`config.mk`:
```
export PLATFORM = sky130hd
export DESIGN_NAME = request_scheduler_fifo_rr_top
export DESIGN_NICKNAME = d
export VERILOG_FILES = /design/src/hdl/rsfrr_pkg.sv /design/src/hdl/rsfrr_scan.sv /design/src/hdl/request_scheduler_fifo_rr_top.sv
export SDC_FILE = /design/constraint.sdc
export NUM_CORES = 2
export LEC_CHECK = 0
export BUFFER_PORTS_ARGS = -buffer_cell sky130_fd_sc_hd__buf_4
export CAP_MARGIN = 15
export CORE_UTILIZATION = 35
export CTS_CLUSTER_SIZE = 12
export DETAILED_ROUTE_END_ITERATION = 6
export GPL_TIMING_DRIVEN = 1
export PLACE_DENSITY_LB_ADDON = 0.12
export SLEW_MARGIN = 40
export SYNTH_ARGS = -nofsm -noshare
export SYNTH_HDL_FRONTEND = slang
export SYNTH_HIERARCHICAL = 1
export SYNTH_SLANG_ARGS = --single-unit
export TNS_END_PERCENT = 30
```
`constraint.sdc`:
```
create_clock -name clk -period 7.9 [get_ports clk]
set_input_delay 1.58 -clock clk [delete_from_list [all_inputs] [get_ports clk]]
set_output_delay 1.58 -clock clk [all_outputs]
set_load 0.02 [all_outputs]
```
`src/hdl/rsfrr_pkg.sv`:
```
// Shared types and constants for the FIFO / round-robin request scheduler.
package rsfrr_pkg;

  localparam int CID_W      = 6;
  localparam int ST_W       = 2;
  localparam int CFG_IDX_W  = 2;
  localparam int CFG_DATA_W = 7;
  localparam int LIMIT_W    = 7;
  localparam int PEND_W     = 7;

  localparam logic FUNC_ENQ  = 1'b0;
  localparam logic FUNC_TAKE = 1'b1;

  localparam logic POLICY_FIFO = 1'b0;
  localparam logic POLICY_RR   = 1'b1;

  localparam logic [ST_W-1:0] ST_OK    = 2'd0;
  localparam logic [ST_W-1:0] ST_LIMIT = 2'd1;
  localparam logic [ST_W-1:0] ST_FULL  = 2'd2;
  localparam logic [ST_W-1:0] ST_NONE  = 2'd3;

  localparam logic [CFG_IDX_W-1:0] CFG_POLICY = 2'd0;
  localparam logic [CFG_IDX_W-1:0] CFG_LIMIT  = 2'd1;

  localparam logic [LIMIT_W-1:0] LIMIT_RESET = 7'd14;
  localparam logic [PEND_W-1:0]  PENDING_MAX = 7'd127;

  typedef struct packed {
    logic             func;
    logic [CID_W-1:0] client_id;
  } req_word_t;

  typedef struct packed {
    logic [ST_W-1:0]  status;
    logic [CID_W-1:0] granted_client;
  } rsp_word_t;

  // Result of the round-robin scan unit
  typedef struct packed {
    logic             done;
    logic             found;
    logic [CID_W-1:0] client;
  } scan_res_t;

endpackage

```
`src/hdl/rsfrr_scan.sv`:
```
// Round-robin scan over the per-client pending flags, eight positions a cycle (all of them when there are fewer).
module rsfrr_scan #(
  parameter int ACT = 64
) (
  input  logic                  clk,
  input  logic                  rst,
  input  logic                  start,
  input  logic [$clog2(ACT)-1:0] start_pos,
  input  logic [ACT-1:0]        flags,
  output rsfrr_pkg::scan_res_t  res
);
  import rsfrr_pkg::*;

  localparam int AW     = $clog2(ACT);
  localparam int PW     = AW + 1;
  localparam int LANES  = (ACT < 8) ? ACT : 8;
  localparam int NCHUNK = (ACT + LANES - 1) / LANES;
  localparam int CHW    = (NCHUNK > 1) ? $clog2(NCHUNK) : 1;

  logic           busy;
  logic [AW-1:0]  pos;
  logic [CHW-1:0] chunk;
  logic           hit;
  logic [AW-1:0]  hit_pos;
  logic           last;
  logic [PW-1:0]  lane_pos;
  logic [PW-1:0]  pos_adv;

  // lowest lane wins: walk lanes downward so the nearest hit is kept
  always_comb begin
    hit      = 1'b0;
    hit_pos  = '0;
    lane_pos = '0;
    for (int i = LANES - 1; i >= 0; i--) begin
      lane_pos = {1'b0, pos} + PW'(i);
      if (lane_pos >= PW'(ACT)) begin
        lane_pos = lane_pos - PW'(ACT);
      end
      if (flags[lane_pos[AW-1:0]]) begin
        hit     = 1'b1;
        hit_pos = lane_pos[AW-1:0];
      end
    end
  end

  always_comb begin
    pos_adv = {1'b0, pos} + PW'(LANES);
    if (pos_adv >= PW'(ACT)) begin
      pos_adv = pos_adv - PW'(ACT);
    end
  end

  assign last       = (chunk == CHW'(NCHUNK - 1));
  assign res.done   = busy & (hit | last);
  assign res.found  = busy & hit;
  assign res.client = CID_W'(hit_pos);

  always_ff @(posedge clk) begin
    if (rst) begin
      busy <= 1'b0;
    end else if (start) begin
      busy <= 1'b1;
    end else if (res.done) begin
      busy <= 1'b0;
    end
  end

  always_ff @(posedge clk) begin
    if (start) begin
      pos   <= start_pos;
      chunk <= '0;
    end else if (busy && !last) begin
      pos   <= pos_adv[AW-1:0];
      chunk <= chunk + CHW'(1);
    end
  end

  a_chunk_range: assert property (@(posedge clk) disable iff (rst)
    busy |-> chunk <= CHW'(NCHUNK - 1))
    else $error("scan ran past its last chunk");

  a_no_restart: assert property (@(posedge clk) disable iff (rst)
    start |-> !busy)
    else $error("scan restarted while busy");

  a_advance: assert property (@(posedge clk) disable iff (rst)
    busy && !res.done && !start |=> busy && chunk == $past(chunk) + CHW'(1))
    else $error("scan stalled without finishing");

  a_found_flag: assert property (@(posedge clk) disable iff (rst)
    res.found |-> flags[res.client[AW-1:0]])
    else $error("scan granted a client with no pending work");

endmodule

```
`src/hdl/request_scheduler_fifo_rr_top.sv`:
```
// Request scheduler top level: FIFO or round-robin service of client requests.
//
// One word is taken at a time. An enqueue, a FIFO take and any word that is
// rejected outright read the client or queue memory, where needed, when
// accepted, then update it and register the response in S_EXEC. A round-robin
// take first scans in S_SCAN, walking 8-client chunks from the client after
// the last one served until it finds pending work, at most ceil(N/8) chunks
// with N = min(CLIENTS, 64), then updates in S_EXEC. A stalled response holds
// the block in S_EXEC. Only client ids 0..63 exist, so per-client state is
// sized to N entries; its entries carry reset-cleared valid bits, so no
// clearing pass follows reset. The user must write configuration (cfg_we,
// cfg_index, cfg_data) only while no word is in flight; the block does not enforce it.
module request_scheduler_fifo_rr_top #(
  parameter int CLIENTS     = 64,
  parameter int QUEUE_DEPTH = 64
) (
  input  logic                                clk,
  input  logic                                rst,
  input  logic                                cfg_we,
  input  logic [rsfrr_pkg::CFG_IDX_W-1:0]     cfg_index,
  input  logic [rsfrr_pkg::CFG_DATA_W-1:0]    cfg_data,
  input  logic                                req_valid,
  output logic                                req_stall,
  input  rsfrr_pkg::req_word_t                req,
  output logic                                rsp_valid,
  input  logic                                rsp_stall,
  output rsfrr_pkg::rsp_word_t                rsp
);
  import rsfrr_pkg::*;

  localparam int ACT = (CLIENTS < 2**CID_W) ? CLIENTS : 2**CID_W;
  localparam int AW  = $clog2(ACT);
  localparam int QW  = $clog2(QUEUE_DEPTH);
  localparam int FW  = QW + 1;
  localparam int EW  = PEND_W + 1;
  localparam logic [CID_W:0] ACT_LIM = (CID_W + 1)'(ACT);

  localparam logic [1:0] S_IDLE = 2'd0;
  localparam logic [1:0] S_SCAN = 2'd1;
  localparam logic [1:0] S_EXEC = 2'd2;

  localparam logic [1:0] X_ENQ   = 2'd0;
  localparam logic [1:0] X_POP   = 2'd1;
  localparam logic [1:0] X_GRANT = 2'd2;
  localparam logic [1:0] X_FIXED = 2'd3;

  logic [1:0]         state;
  logic [1:0]         xkind;
  logic [CID_W-1:0]   cid;
  logic [ST_W-1:0]    fixed_status;
  logic               policy;
  logic [LIMIT_W-1:0] admit_limit;
  logic [LIMIT_W-1:0] seen_total;
  logic [QW-1:0]      head;
  logic [QW-1:0]      tail;
  logic [FW-1:0]      fill;
  logic [AW-1:0]      last_served;
  logic [ACT-1:0]     nz;
  logic [ACT-1:0]     cm_vld;

  // client memory entry: {seen, pending count}
  logic [EW-1:0]    client_mem [ACT];
  logic [CID_W-1:0] order_mem  [QUEUE_DEPTH];
  logic [EW-1:0]    cm_q;
  logic             cm_q_vld;
  logic [CID_W-1:0] oq_q;

  logic             accept;
  logic             free;
  logic             fire;
  logic             id_ok;
  logic             scan_start;
  logic [AW-1:0]    start_pos;
  scan_res_t        scan;
  logic             cm_rd_en;
  logic [AW-1:0]    cm_rd_addr;
  logic             oq_rd_en;

  logic [EW-1:0]     ent;
  logic              e_seen;
  logic [PEND_W-1:0] e_pend;
  logic [ST_W-1:0]   ex_status;
  logic [CID_W-1:0]  ex_client;
  logic              cm_we;
  logic [EW-1:0]     cm_wr_data;
  logic              q_push;
  logic              q_pop;
  logic              grant;
  logic              bump_seen;

  assign req_stall  = (state != S_IDLE);
  assign accept     = req_valid & ~req_stall;
  assign free       = ~rsp_valid | ~rsp_stall;
  assign fire       = (state == S_EXEC) & free;
  assign id_ok      = {1'b0, req.client_id} < ACT_LIM;
  assign scan_start = accept & (req.func == FUNC_TAKE) & (policy == POLICY_RR);
  assign start_pos  = (last_served == AW'(ACT - 1)) ? '0 : last_served + AW'(1);

  assign cm_rd_en   = (accept & (req.func == FUNC_ENQ) & id_ok) |
                      ((state == S_SCAN) & scan.found);
  assign cm_rd_addr = (state == S_SCAN) ? scan.client[AW-1:0] : req.client_id[AW-1:0];
  assign oq_rd_en   = accept & (req.func == FUNC_TAKE) & (policy == POLICY_FIFO) &
                      (fill != '0);

  rsfrr_scan #(
    .ACT (ACT)
  ) u_scan (
    .clk       (clk),
    .rst       (rst),
    .start     (scan_start),
    .start_pos (start_pos),
    .flags     (nz),
    .res       (scan)
  );

  // entries never written read as zero
  assign ent    = cm_q_vld ? cm_q : '0;
  assign e_seen = ent[EW-1];
  assign e_pend = ent[PEND_W-1:0];

  always_comb begin
    ex_status  = fixed_status;
    ex_client  = '0;
    cm_we      = 1'b0;
    cm_wr_data = ent;
    q_push     = 1'b0;
    q_pop      = 1'b0;
    grant      = 1'b0;
    bump_seen  = 1'b0;
    case (xkind)
      X_ENQ: begin
        if (!e_seen && seen_total >= admit_limit) begin
          ex_status = ST_LIMIT;
        end else if (policy == POLICY_FIFO) begin
          if (fill == FW'(QUEUE_DEPTH)) begin
            ex_status = ST_FULL;
          end else begin
            ex_status  = ST_OK;
            q_push     = 1'b1;
            cm_we      = 1'b1;
            cm_wr_data = {1'b1, e_pend};
            bump_seen  = ~e_seen;
          end
        end else if (e_pend == PENDING_MAX) begin
          ex_status = ST_FULL;
        end else begin
          ex_status  = ST_OK;
          cm_we      = 1'b1;
          cm_wr_data = {1'b1, e_pend + PEND_W'(1)};
          bump_seen  = ~e_seen;
        end
      end
      X_POP: begin
        ex_status = ST_OK;
        ex_client = oq_q;
        q_pop     = 1'b1;
      end
      X_GRANT: begin
        ex_status  = ST_OK;
        ex_client  = cid;
        cm_we      = 1'b1;
        cm_wr_data = {e_seen, e_pend - PEND_W'(1)};
        grant      = 1'b1;
      end
      X_FIXED: begin
        ex_status = fixed_status;
      end
    endcase
  end

  // control state
  always_ff @(posedge clk) begin
    if (rst) begin
      state       <= S_IDLE;
      policy      <= POLICY_FIFO;
      admit_limit <= LIMIT_RESET;
      seen_total  <= '0;
      head        <= '0;
      tail        <= '0;
      fill        <= '0;
      last_served <= AW'(ACT - 1);
      nz          <= '0;
      cm_vld      <= '0;
      rsp_valid   <= 1'b0;
    end else begin
      if (cfg_we) begin
        unique case (cfg_index)
          CFG_POLICY: policy <= cfg_data[0];
          CFG_LIMIT:  admit_limit <= cfg_data;
          default: ;
        endcase
      end

      unique case (state)
        S_IDLE: begin
          if (accept) begin
            state <= scan_start ? S_SCAN : S_EXEC;
          end
        end
        S_SCAN: begin
          if (scan.done) begin
            state <= S_EXEC;
          end
        end
        S_EXEC: begin
          if (fire) begin
            state <= S_IDLE;
          end
        end
        default: state <= S_IDLE;
      endcase

      if (fire) begin
        rsp_valid <= 1'b1;
        if (cm_we) begin
          cm_vld[cid[AW-1:0]] <= 1'b1;
          nz[cid[AW-1:0]]     <= (cm_wr_data[PEND_W-1:0] != '0);
        end
        if (bump_seen) begin
          seen_total <= seen_total + LIMIT_W'(1);
        end
        if (q_push) begin
          tail <= (tail == QW'(QUEUE_DEPTH - 1)) ? '0 : tail + QW'(1);
          fill <= fill + FW'(1);
        end
        if (q_pop) begin
          head <= (head == QW'(QUEUE_DEPTH - 1)) ? '0 : head + QW'(1);
          fill <= fill - FW'(1);
        end
        if (grant) begin
          last_served <= cid[AW-1:0];
        end
      end else if (rsp_valid && !rsp_stall) begin
        rsp_valid <= 1'b0;
      end
    end
  end

  // word being worked on
  always_ff @(posedge clk) begin
    if (accept) begin
      cid          <= req.client_id;
      xkind        <= X_FIXED;
      fixed_status <= ST_NONE;
      if (req.func == FUNC_ENQ) begin
        if (id_ok) begin
          xkind <= X_ENQ;
        end else begin
          fixed_status <= ST_LIMIT;
        end
      end else if (policy == POLICY_FIFO && fill != '0) begin
        xkind <= X_POP;
      end
    end else if (state == S_SCAN && scan.found) begin
      cid   <= scan.client;
      xkind <= X_GRANT;
    end
    if (fire) begin
      rsp.status         <= ex_status;
      rsp.granted_client <= ex_client;
    end
  end

  // client memory: one read, one write port
  always_ff @(posedge clk) begin
    if (cm_rd_en) begin
      cm_q     <= client_mem[cm_rd_addr];
      cm_q_vld <= cm_vld[cm_rd_addr];
    end
    if (fire && cm_we) begin
      client_mem[cid[AW-1:0]] <= cm_wr_data;
    end
  end

  // shared order queue
  always_ff @(posedge clk) begin
    if (oq_rd_en) begin
      oq_q <= order_mem[head];
    end
    if (fire && q_push) begin
      order_mem[tail] <= cid;
    end
  end

  a_fill_range: assert property (@(posedge clk) disable iff (rst)
    fill <= FW'(QUEUE_DEPTH))
    else $error("queue fill beyond depth");

  a_empty_ptrs: assert property (@(posedge clk) disable iff (rst)
    fill == '0 |-> head == tail)
    else $error("empty queue with pointers apart");

  a_seen_range: assert property (@(posedge clk) disable iff (rst)
    seen_total <= LIMIT_W'(ACT))
    else $error("more clients seen than exist");

  a_grant_pending: assert property (@(posedge clk) disable iff (rst)
    state == S_EXEC && xkind == X_GRANT |-> nz[cid[AW-1:0]])
    else $error("grant to a client with nothing pending");

  a_rsp_from_exec: assert property (@(posedge clk) disable iff (rst)
    $rose(rsp_valid) |-> $past(state) == S_EXEC)
    else $error("response raised outside the update cycle");

endmodule
```
# Word-level counts from Yosys, hierarchy flattened
# Memories as Yosys holds them, arrays and structs flattened. A register that Yosys moved wholly into a read port is not among the register bits.
# Cells that the tools add are included.
[totals]
regBits = 198
ram_bits = 896
inputBits = 21
output_inout_bits = 10
elab_cells = 235
n_memories = 2
[mem_list]
columns = ["memory", "depth", "width", "rd", "rd_ports_with_merged_regs", "wr", "line", "text"]
rows = [
  ["client_mem", 64, 8, 1, 1, 1, "request_scheduler_fifo_rr_top.sv:62", "logic [EW-1:0] client_mem [ACT];"],
  ["order_mem", 64, 6, 1, 1, 1, "request_scheduler_fifo_rr_top.sv:63", "logic [CID_W-1:0] order_mem [QUEUE_DEPTH];"],
]
[op_classes]
n_addsub = 26
order_cmp = 21
n_eq_ne = 15
n_mux = 100
bitwise = 20
n_reduce_logical = 32
[ops]
columns = ["operator", "count"]
rows = [
  ["$mux W6", 25],
  ["$lt A6 B7 Y1 const B", 10],
  ["$bwmux W64", 1],
  ["$or A64 B64 Y64", 1],
  ["$ge A7 B7 Y1 const B", 8],
  ["$bmux W1 S6", 9],
  ["$sub A6 B1 Y6 const B", 9],
  ["$mux W1", 40],
  ["$mux W8", 5],
  ["$add A6 B3 Y7 const B", 4],
  ["$mux W2", 12],
  ["$add A7 B1 Y7 const B", 3],
  ["$add A6 B1 Y6 const B", 3],
  ["$eq A6 B6 Y1 const B", 3],
  ["$pmux W8 S2", 1],
  ["$reduce_and A2 Y1", 8],
  ["$add A6 B2 Y7 const B", 2],
  ["$eq A7 B7 Y1 const B", 2],
  ["$mux W7", 2],
  ["$reduce_bool A7 Y1", 2],
  ["$sub A7 B1 Y7 const B", 2],
  ["$pmux W2 S3", 2],
  ["$pmux W6 S2", 1],
  ["$reduce_bool A2 Y1", 6],
  ["other kinds (20)", 53],
]

# Longest topological paths before layout
[depth]
ltp_word = 17
ltp_mapped = 27

# Hierarchy
# Netlist, hierarchy kept.
[modules_own_cells]
columns = ["mod", "n_inst", "cells_each", "area_each_um2"]
rows = [
  ["request_scheduler_fifo_rr_top", 1, 2678, 44487.7],
  ["rsfrr_scan", 1, 404, 4510.6],
]

# Least setup slack after synthesis
# OpenSTA, ideal clock, no wires.
[synth_timing]
path_type = "flip-flop to flip-flop"
from = "reg u_scan.pos[0]"
to = "reg cm_q[3] (read register of client_mem) (data pin)"
setup_time_ns = 0.170
t_arrival_ns = 6.233
path_slack_ns = 1.497
path_stages_with_launch = 26
n_path_buf = 10
path_cell_list = "edfxtp_1 -> buf_4 -> buf_4 -> buf_2 -> clkbuf_1 -> clkinv_1 -> ha_1 -> clkbuf_1 -> clkbuf_1 -> clkbuf_1 -> mux4_2 -> mux4_2 -> o211ai_1 -> nand2_1 -> a31o_1 -> a221oi_1 -> a211oi_1 -> mux2_4 -> buf_6 -> buf_8 -> buf_4 -> mux2i_1 -> mux4_2 -> a32oi_1 -> nand2_1 -> nor4_2"
[synth_rtl]
columns = ["item", "line", "text"]
rows = [
  ["start, declared", "rsfrr_scan.sv:21", "logic [AW-1:0] pos;"],
  ["start signal, assigned", "rsfrr_scan.sv:70", "pos <= start_pos;"],
  ["start signal, assigned", "rsfrr_scan.sv:73", "pos <= pos_adv[AW-1:0];"],
  ["end, declared", "request_scheduler_fifo_rr_top.sv:64", "logic [EW-1:0] cm_q;"],
]

==> out/metrics.csv <==
stage,metric,value,unit
outcome,status,"complete, no violations",
critical_path,setup.worst_path.end,cm_q[3],
sta,layout_skew,0.0604,ns
synthesis,synth-edff-count,933,
synthesis,number_of_flip_flops_and_latches_in_the_synthesized_netlist,1108,
critical_path,worst_path_max_delay_cell,sky130_fd_sc_hd__xor2_1,
finish,mostFrequentLayoutCell,sky130_fd_sc_hd__edfxtp_1,
synthesis,postSynthCellCount,3082,
detailed_routing,route.antenna.remaining_nets,0,
finish,finalNetCount,3202,
detailed_routing,drtPass1Iterations,7,
critical_path,worst-r2r-cell-count,20,
clocking,clkSlewWorstSetupHoldPaths,0.06,ns
sta,timing.final.setup_violations,0,
global_routing,first_global_vias,28600,
critical_path,launch_instance_of_the_worst_register_to_register_path,u_scan/pos[0],
critical_path,crit_required,8.46,ns
critical_path,criticalPathCategory,reg2reg,
sta,fmax,143,MHz
critical_path,critPathMostFrequentCell,sky130_fd_sc_hd__buf_4,
clocking,num_cts_buffers,115,
floorplanning,die-width,376,um
clocking,htreeDepth,3,
global_routing,grt_antenna_before_repair,3,
sta,max-slew-margin-rel,40.1,%
detailed_routing,detail_route.iter0.violations,2822,
clocking,tritoncts,done,
sta,timing_max_transition_violations_final,0,
finish,flow.area_growth_from_synthesis,13.7,%
sta,final_critical_path_time_including_i_o_delays_and_setup,6.98,ns
sta,rsz0062_at_grt,no,
critical_path,r2r_setup_slack,0.92,ns
worst_hold_path,min-delay-path-class,reg2reg,
critical_path,rr_endpoint,cm_q[3],
global_routing,grt_overflow_total,0,
floorplanning,floorplan.die.height,376,um
power,leakage,18.1,nW
finish,final_antenna_diode_count,0,
detailed_routing,drcViolationCount,0,
clocking,cts.path.max_buffers,3,
detailed_routing,route.detailed.wl_per_inst,27.8,um
sta,worstMarginPinSlew,0.880,ns
global_routing,grt_usage,20.0,%
synthesis,synth-warning-count,6,
clocking,numClockSinks,1108,
synthesis,yosysSeqAreaShare,64.3,%
placed_design,half_perimeter_wire_length_of_the_detailed_placement_result,92900,um
synthesis,syn_area_per_cell,15.9,sq um
floorplanning,core,138000,sq um
synthesis,synthFlopType,sky130_fd_sc_hd__edfxtp_1,
critical_path,crit_fanout,85,
detailed_routing,dr_total_vias,28800,
finish,layout_common_cells,"933 x sky130_fd_sc_hd__edfxtp_1, 332 x sky130_fd_sc_hd__mux4_2, 284 x sky130_fd_sc_hd__nor2_1",
clocking,post-cts-setup-buffer-count,0,
floorplanning,initial_utilization,35.5,%
floorplanning,floorplan.die_area,141000,sq um
job,drv.max_cap_violation_count,0,
finish,layout-drive-gt1-share,23.0,%
floorplanning,top_level_ports,31,
critical_path,crit_start,u_scan/pos[0],
global_routing,pin_count_of_the_biggest_net_entering_global_routing,101,
sta,finalHoldViolations,0,
power,max-vdd-ir-drop,0.000192,V
clocking,cts_hold_repair.buffers,0,
clocking,clk-insertion-delay-late,0.75,ns
clocking,cts.root.buffer_cell,sky130_fd_sc_hd__clkbuf_16,
clocking,post_cts.resized_instances,0,
synthesis,mappedNetlistArea,49000,sq um
power,power_density,224,nW/um^2
global_routing,grt_pass1_wl,206000,um
critical_path,worst_setup_path_start_kind,flip-flop,
critical_path,path_cells,"buf_12, ha_1, a21oi_1, xor2_1, mux4_2, o21ai_1, o22ai_1, buf_4, nand2b_1, o211ai_1, a221oi_1, a211oi_1, buf_4, mux2_8, buf_4, mux2i_1, mux4_2, a32oi_1, nand2_1, nor4_2",
synthesis,synth_nets,3138,
placed_design,gp_weighted_congestion,0.894,
critical_path,critPathMaxStageDelay,0.66,ns
synthesis,ys_async_sr_fraction,0,%
detailed_routing,postRouteWirelength,142000,um
critical_path,crit_path_end_kind,flip-flop,
synthesis,synthDistinctLibCells,85,
detailed_routing,vias_per_cell,5.65,
power,finalPower,0.0125,W
sta,fin_tns_setup,0,ns
placed_design,port-buffer-count,30,
floorplanning,std_cell_rows,136,
critical_path,worst-endpoint-arrival,7.54,ns
sta,final_min_period_over_clock_period,88.3,%
## final cells by class
type	count	area, sq um
timing repair buffer	149	1290
clock buffer	183	3360
tap	1863	2330
inverter	42	159
fill	12700	82500
sequential	1108	31500
multi-input combinational	1730	16700
clock inverter	29	309
## layer usage
layer	track usage (%)	routed length (um)	vias to the layer above
li1	-	-	12400
met4	5.12	2960	0
met5	0	0	-
met2	31.2	66100	1039
met1	29.1	63900	15200
met3	3.20	8810	195
## report_power, final
part / total (W) / switching [W] / internal [W] / leakage, nW
Combinational: 0.000738 / 0.000518 / 0.000219 / 6.48
Sequential: 0.00647 / 0.0000333 / 0.00644 / 9.86
Clock: 0.00528 / 0.00227 / 0.00300 / 1.77
Total: 0.0125 / 0.00282 / 0.00966 / 18.1
## cell families after synthesis
group           after synthesis  share of synthesized area (%)
xor+xnor                     50                          0.894
simple gates                794                           7.69
flops                      1108                           64.3
mux                         487                           18.5
fa+ha+maj                    35                          0.909
buf+inv                     244                           2.24
compound gates              364                           5.42
## cells in the mapped netlist (all sizes together) (9+ instances only)
cell type  number  area (sq um)
a211oi         30           230
a21oi          42           210
a22oi           9          67.6
a311oi         15           138
a31oi          51           319
a32o            9          90.1
a32oi          20           175
a41oi          26           228
and2           31           194
and3           22           138
buf            87           509
clkbuf        115           432
dfxtp         175          3500
edfxtp        933         28000
ha             34           425
inv            40           150
mux2           15           173
mux2i         140          1420
mux4          332          7480
nand2         217           817
nand2b         15          93.8
nand3          20           100
nand4          17           106
nor2          299          1120
nor2b          19           119
nor3           56           330
nor4           56           428
o21a           10          75.1
o21ai          29           149
o21bai         66           495
o31ai          10          80.1
or2             9          56.3
xnor2          27           236
xor2           23           201
## critical path: cells and delay by family (launching register included)
family,cells,cell delay [ns]
AND/OR/NAND/NOR,3,0.56
adder cells (fa/ha/maj),1,0.44
XOR/XNOR,1,0.66
AO/OA/AOI/OAI,7,1.50
flip-flops,1,0.41
buffers and inverters,4,1.29
multiplexers,4,1.75
## per-stage QoR
step	setup WS (ns)	instances	instance area (sq um)	util, %	hold WS (ns)
finish	0.925	5104	55700	40.3	0.460
global route	0.398	5104	55700	40.3	0.489
CTS	0.778	5102	55600	40.2	0.465
detailed placement	0.826	4890	51900	37.6	0.452
global placement	0.874	4884	51800	37.5	0.441
floorplan	1.50	3082	49000	-	0.432
## worst min-delay path by stage
stage / slack (ns) / cells after the start / to / start
6_report: 0.46 / 2 / cm_vld[31] / cm_vld[31]
5_1_grt: 0.49 / 2 / cm_vld[31] / cm_vld[31]
4_1_cts: 0.47 / 2 / cm_vld[31] / cm_vld[31]
3_5_place_dp: 0.45 / 2 / cm_vld[31] / cm_vld[31]
3_3_place_gp: 0.44 / 2 / cm_vld[31] / cm_vld[31]
2_1_floorplan: 0.43 / 2 / cm_vld[31] / cm_vld[31]
## sequential cells by signal (all words and copies together) (netlist names)
name and cells:
cid 6, client_mem 512, policy 1, cm_q_vld 1, state 2, u_scan/pos 6, nz 64, fill 7
head 6, rsp_valid 1, rsp 8, order_mem 384, seen_total 7, xkind 2, admit_limit 7, cm_q 8
oq_q 6, u_scan/chunk 3, u_scan/busy 1, tail 6, last_served 6, cm_vld 64
(Power assumes the default switching activity.)
